## config.mk

```make
export PLATFORM = sky130hd
export DESIGN_NAME = vrp_ctrl
export DESIGN_NICKNAME = d
export VERILOG_FILES = /design/src/vrp_pkg.sv /design/src/vrp_ctrl.sv
export VERILOG_INCLUDE_DIRS = /design/src /design/src/src
export SDC_FILE = /design/constraint.sdc
export NUM_CORES = 1
export LEC_CHECK = 0
export BUFFER_PORTS_ARGS = -buffer_cell sky130_fd_sc_hd__buf_2
export CAP_MARGIN = 20
export CORE_AREA = 2 2 39 41
export CTS_BUF_LIST = sky130_fd_sc_hd__clkbuf_8
export DETAILED_ROUTE_END_ITERATION = 16
export DIE_AREA = 0 0 41 43
export PLACE_DENSITY_LB_ADDON = 0.2
export SLEW_MARGIN = 10
export SYNTH_ARGS = -nofsm -noshare
export SYNTH_HDL_FRONTEND = slang
export SYNTH_SLANG_ARGS = --single-unit
```

## constraint.sdc

```tcl
create_clock -name clk -period 0.95 [get_ports clk]
set_clock_uncertainty 0.05 [all_clocks]
set_input_delay 0.2375 -clock clk [delete_from_list [all_inputs] [get_ports clk]]
set_output_delay 0.2375 -clock clk [all_outputs]
set_load 0.05 [all_outputs]
```

## src/video_register_port_assert.svh

```systemverilog
// ---------------------------------------------------------------------------
// video_register_port_assert.svh
// Assertion macros used by the register port controller (vrp_ctrl).
// ---------------------------------------------------------------------------
`ifndef VIDEO_REGISTER_PORT_ASSERT_SVH
`define VIDEO_REGISTER_PORT_ASSERT_SVH

// Same-cycle implication, sampled on clk, off while reset is asserted.
`define VRP_ASSERT_NOW(label, pre, post) \
	label: assert property (@(posedge clk) disable iff (!arst_n) (pre) |-> (post)) \
		else $error("video register port check failed");

// Next-cycle implication, sampled on clk, off while reset is asserted.
`define VRP_ASSERT_NEXT(label, pre, post) \
	label: assert property (@(posedge clk) disable iff (!arst_n) (pre) |=> (post)) \
		else $error("video register port check failed");

`endif

```

## src/vrp_pkg.sv

```systemverilog
// ---------------------------------------------------------------------------
// vrp_pkg
// Types, codes and address constants of the video register port.
// ---------------------------------------------------------------------------
`default_nettype none

package vrp_pkg;

	localparam int TableBytes = 1024;
	localparam int NtDepth    = 2 * TableBytes;
	localparam int NtAw       = $clog2(NtDepth);
	localparam int PtrW       = 14;
	localparam int PalDepth   = 32;
	localparam int PalAw      = $clog2(PalDepth);
	localparam int PalW       = 6;

	localparam logic [PtrW-1:0] PalBase = 14'h3F00;
	localparam logic [PtrW-1:0] PalEnd  = 14'h3F20;
	localparam logic [PtrW-1:0] NtBase  = 14'h2000;
	localparam logic [PtrW-1:0] NtEnd   = 14'h3000;
	localparam logic [PtrW-1:0] StepInc = 14'd1;
	localparam logic [PtrW-1:0] StepRow = 14'd32;

	localparam int IncBit = 2;

	typedef enum logic [2:0] {
		CMD_CTRL_WR   = 3'd0,
		CMD_MASK_WR   = 3'd1,
		CMD_SCROLL_WR = 3'd2,
		CMD_ADDR_WR   = 3'd3,
		CMD_DATA_WR   = 3'd4,
		CMD_DATA_RD   = 3'd5,
		CMD_STATUS_RD = 3'd6,
		CMD_STATUS_LD = 3'd7
	} command_t;

	typedef enum logic [1:0] {
		ST_CLEAR,
		ST_IDLE,
		ST_EXEC
	} state_t;

	typedef struct packed {
		logic accept;
		logic execute;
		logic clear_en;
	} dp_cmd_t;

	typedef struct packed {
		logic clear_last;
	} dp_sts_t;

endpackage

`default_nettype wire

```

## src/vrp_ctrl.sv

```systemverilog
// ---------------------------------------------------------------------------
// vrp_ctrl
// Controller: memory clearing pass, item acceptance and result strobe.
// ---------------------------------------------------------------------------
`default_nettype none
`include "video_register_port_assert.svh"

module vrp_ctrl (
	input  wire logic        clk,
	input  wire logic        arst_n,
	input  wire logic        start,
	output logic             busy,
	output logic             done,
	output vrp_pkg::dp_cmd_t cmd,
	input  wire vrp_pkg::dp_sts_t sts
);
	import vrp_pkg::*;

	state_t state_q;
	state_t state_d;
	logic   done_q;

	always_comb begin
		state_d = state_q;
		unique case (state_q)
			ST_CLEAR: if (sts.clear_last) state_d = ST_IDLE;
			ST_IDLE:  if (start) state_d = ST_EXEC;
			ST_EXEC:  state_d = ST_IDLE;
			default:  state_d = ST_CLEAR;
		endcase
	end

	always_comb begin
		cmd.accept   = 1'b0;
		cmd.execute  = 1'b0;
		cmd.clear_en = 1'b0;
		busy         = 1'b1;
		unique case (state_q)
			ST_CLEAR: cmd.clear_en = 1'b1;
			ST_IDLE: begin
				busy       = 1'b0;
				cmd.accept = start;
			end
			ST_EXEC: cmd.execute = 1'b1;
			default: busy = 1'b1;
		endcase
	end

	always_ff @(posedge clk or negedge arst_n) begin
		if (!arst_n) begin
			state_q <= ST_CLEAR;
			done_q  <= 1'b0;
		end else begin
			state_q <= state_d;
			done_q  <= cmd.execute;
		end
	end

	assign done = done_q;

	`VRP_ASSERT_NEXT(a_exec_gives_done, state_q == ST_EXEC, done_q)
	`VRP_ASSERT_NEXT(a_done_single, done_q, !done_q)
	`VRP_ASSERT_NEXT(a_accept_to_exec, start && !busy, state_q == ST_EXEC)
	`VRP_ASSERT_NOW(a_clear_no_accept, state_q == ST_CLEAR, busy && !cmd.accept)

endmodule

`default_nettype wire

```

==> key figures <==
Worst hold path
  – Hold Path Origin: sts
  – Hold EP: state_q[0]
  – Hold WC Path Type: input pin to flip-flop
  – WHS Path Cells: 3

STA
  – Min cycle time layout: ~1.3 ns
  – Worst setup margin: -0.380 ns
  – Hold Vio Cnt, Final: 0
  – Final period utilization: 140%
  – Slew Viols, Final: 0
  – Max frequency: between 700 and 800 MHz
  – Final-report setup violation count: 7
  – Total negative slack: -1.52 ns
  – Slew HR: roughly nine tenths
  – RSZ-0062 raised after global routing: true
  – Slew @ Worst Pin: 0.121 ns

Synthesis
  – Top cells by area, synth: dfrtp_1 (61%), nor2_1 (12%), nand2b_4 (11%)
  – Post-synthesis cell type with the largest combined area: dfrtp_1
  – Register area share after synthesis: about three fifths
  – Mapped cell area: roughly 120 um2
  – Top-area cell type share of the netlist area: between 60% and 70%
  – Syn Area/Cell: roughly 11 um2
  – Synth cell types: 6
  – Syn_nets: 15
  – Number of synthesized register bits: 3
  – Synth Instances: 11
  – Syn. warnings: 0

Clocking
  – Root Buffer: clkbuf_8
  – H-tree levels: 1
  – CTS Buffer Depth: 2
  – CTS sink count: 3
  – Worst-path clk slew: 0.03 ns
  – Clock latency on the worst-skew pair: about 0.22 ns
  – Num CTS Buffers: 3
  – CTS tree: done

Global routing
  – Antenna violations before repair: 0
  – Vias in the first global route: 150
  – Pin count of the biggest net entering global routing: 5
  – Total global-route track usage: 5.61%
  – Grt total ovfl: 0
  – First-pass GRT wire length: between 500 and 600 um

Floorplanning
  – Initial Util: under 10%
  – Rows: 14
  – # IOs: 9
  – Die width: 41 um
  – DIE AREA: 1760 um2
  – Core ar.: between 1000 and 1500 um2
  – Die span in y: 43 um

Drt
  – Routed len/inst: roughly 8.2 um
  – Vias: about 140
  – Remaining DRCs: 0
  – DR pass1 iterations: 2
  – DR vias/cell: roughly 3.1
  – Starting DRC count in detailed routing: 5
  – Final wirelength: between 300 and 400 um
  – Antenna-violating nets left: 0

Placement
  – Gpl congestion: approximately 0.58
  – DP Worst Slack: -0.253 ns
  – Input/output buffers: 8
  – Hpwl dp: between 200 and 250 um
  – Post-Place Cells: 39
  – Post-Place Cell Area: 223 um2

Cells and area
  – Final Net Count: 34
  – Post-route cell area: 333 um2
  – Commonest non-fill, non-tap cells in the layout: buf_6 (5), clkbuf_8 (3), buf_2 (3), buf_4 (3)
  – Most common cell after layout, fill and taps aside: buf_6
  – ANT cells: 0
  – Area Overhead vs Synth: 171%
  – Layout cells sized above 1: around 72%
  – Non-Filler Instances: 45

Setup path
  – R2r endpoint: state_q[0]
  – Critical Path RT: approximately 0.66 ns
  – R2R setup slack: -0.08 ns
  – CP arrival: about 1.0 ns
  – Worst reg-to-reg path cell count: 4
  – R2R Path Start: state_q[1]
  – Largest fanout on the critical path: 4
  – Worst Setup Start Kind: flip-flop
  – Critical path type: flip-flop to output pin
  – Crit. End Element: output pin

Power
  – P_leak: roughly 0.00017 uW
  – PD cells: around 4200 nW/um2
  – Maximum VDD drop: between 0.6 and 0.7 mV

Status
  – Status: finished, violations left
  – Failing checks: setup timing

Run
  – Max-cap violation count: 0
## layer usage
metal / vias up / track usage (%) / wire length (um)
li1: 70 / - / -
met3: 0 / 3.14 / 28
met2: 4 / 7.19 / 222
met5: - / 0 / 0
met4: 0 / 8.00 / 0
met1: 67 / 4.79 / 120
## how the worst max path moves through the flow
stage | startpoint | endpoint | slack [ns] | depth (start not counted)
after detailed placement | state_q[0] | cmd[1] | -0.25 | 2
after global placement | state_q[0] | cmd[1] | -0.26 | 2
after floorplan | state_q[1] | cmd[2] | -0.26 | 2
after CTS | state_q[0] | cmd[1] | -0.39 | 2
final | state_q[0] | cmd[1] | -0.38 | 2
after global routing | state_q[0] | cmd[1] | -0.41 | 2
## flip-flops by register name, indices dropped and copies added, names as in the netlist
| name | count |
|---|---|
| state_q | 2 |
| done | 1 |
## through the flow
| stage | hold slack [ns] | power, uW | utilization [%] |
|---|---|---|---|
| 2_1_floorplan | -0.108 | 649 | - |
| 3_3_place_gp | -0.0176 | 813 | 16.1 |
| 3_5_place_dp | -0.0145 | 807 | 16.1 |
| 4_1_cts | 0.232 | 1360 | 23.2 |
| 5_1_grt | 0.265 | 1470 | 24.1 |
| 6_report | 0.230 | 1390 | 24.1 |
## cells by family after synthesis
family                 synth area share, %
AO/OA/AOI/OAI                         5.11
buffers and inverters                 3.06
flip-flops                            61.2
AND/OR/NAND/NOR                       30.6
## final cells by class
class	count	area (um2)
Multi-Input combinational cell	7	53.8
Timing Repair Buffer	14	134
Tap cell	16	20.0
Fill cell	143	1050
Inverter	1	3.75
Clock buffer	3	41.3
Sequential cell	3	76.3
Clock inverter	1	3.75
## report_power, final
part / internal [uW] / switching [uW]
Clock: 276 / 92.3
Sequential: 178 / 52.4
Combinational: 356 / 438
Total: 810 / 582
## worst max-delay path, cell delays in order, from the launching register on
cell and delay (ns):
dfrtp_2 0.43, and2b_2 0.25, buf_8 0.14
## synth_stat cells
library cell and count:
dfrtp_1 3, o22ai_1 1, nor2_1 4, and2b_2 1
inv_1 1, nand2b_4 1
## timing repair
| item | in CTS | in global routing |
|---|---|---|
| setup buffers | 1 | 0 |
| pin swaps | 0 | 1 |
| hold buffers | 1 | 0 |
| gates resized for setup | 12 | 3 |
| endpoints found under the setup margin | 5 | 7 |
| endpoints found under the hold margin | 3 | 0 |
(Power assumes the default switching activity.)
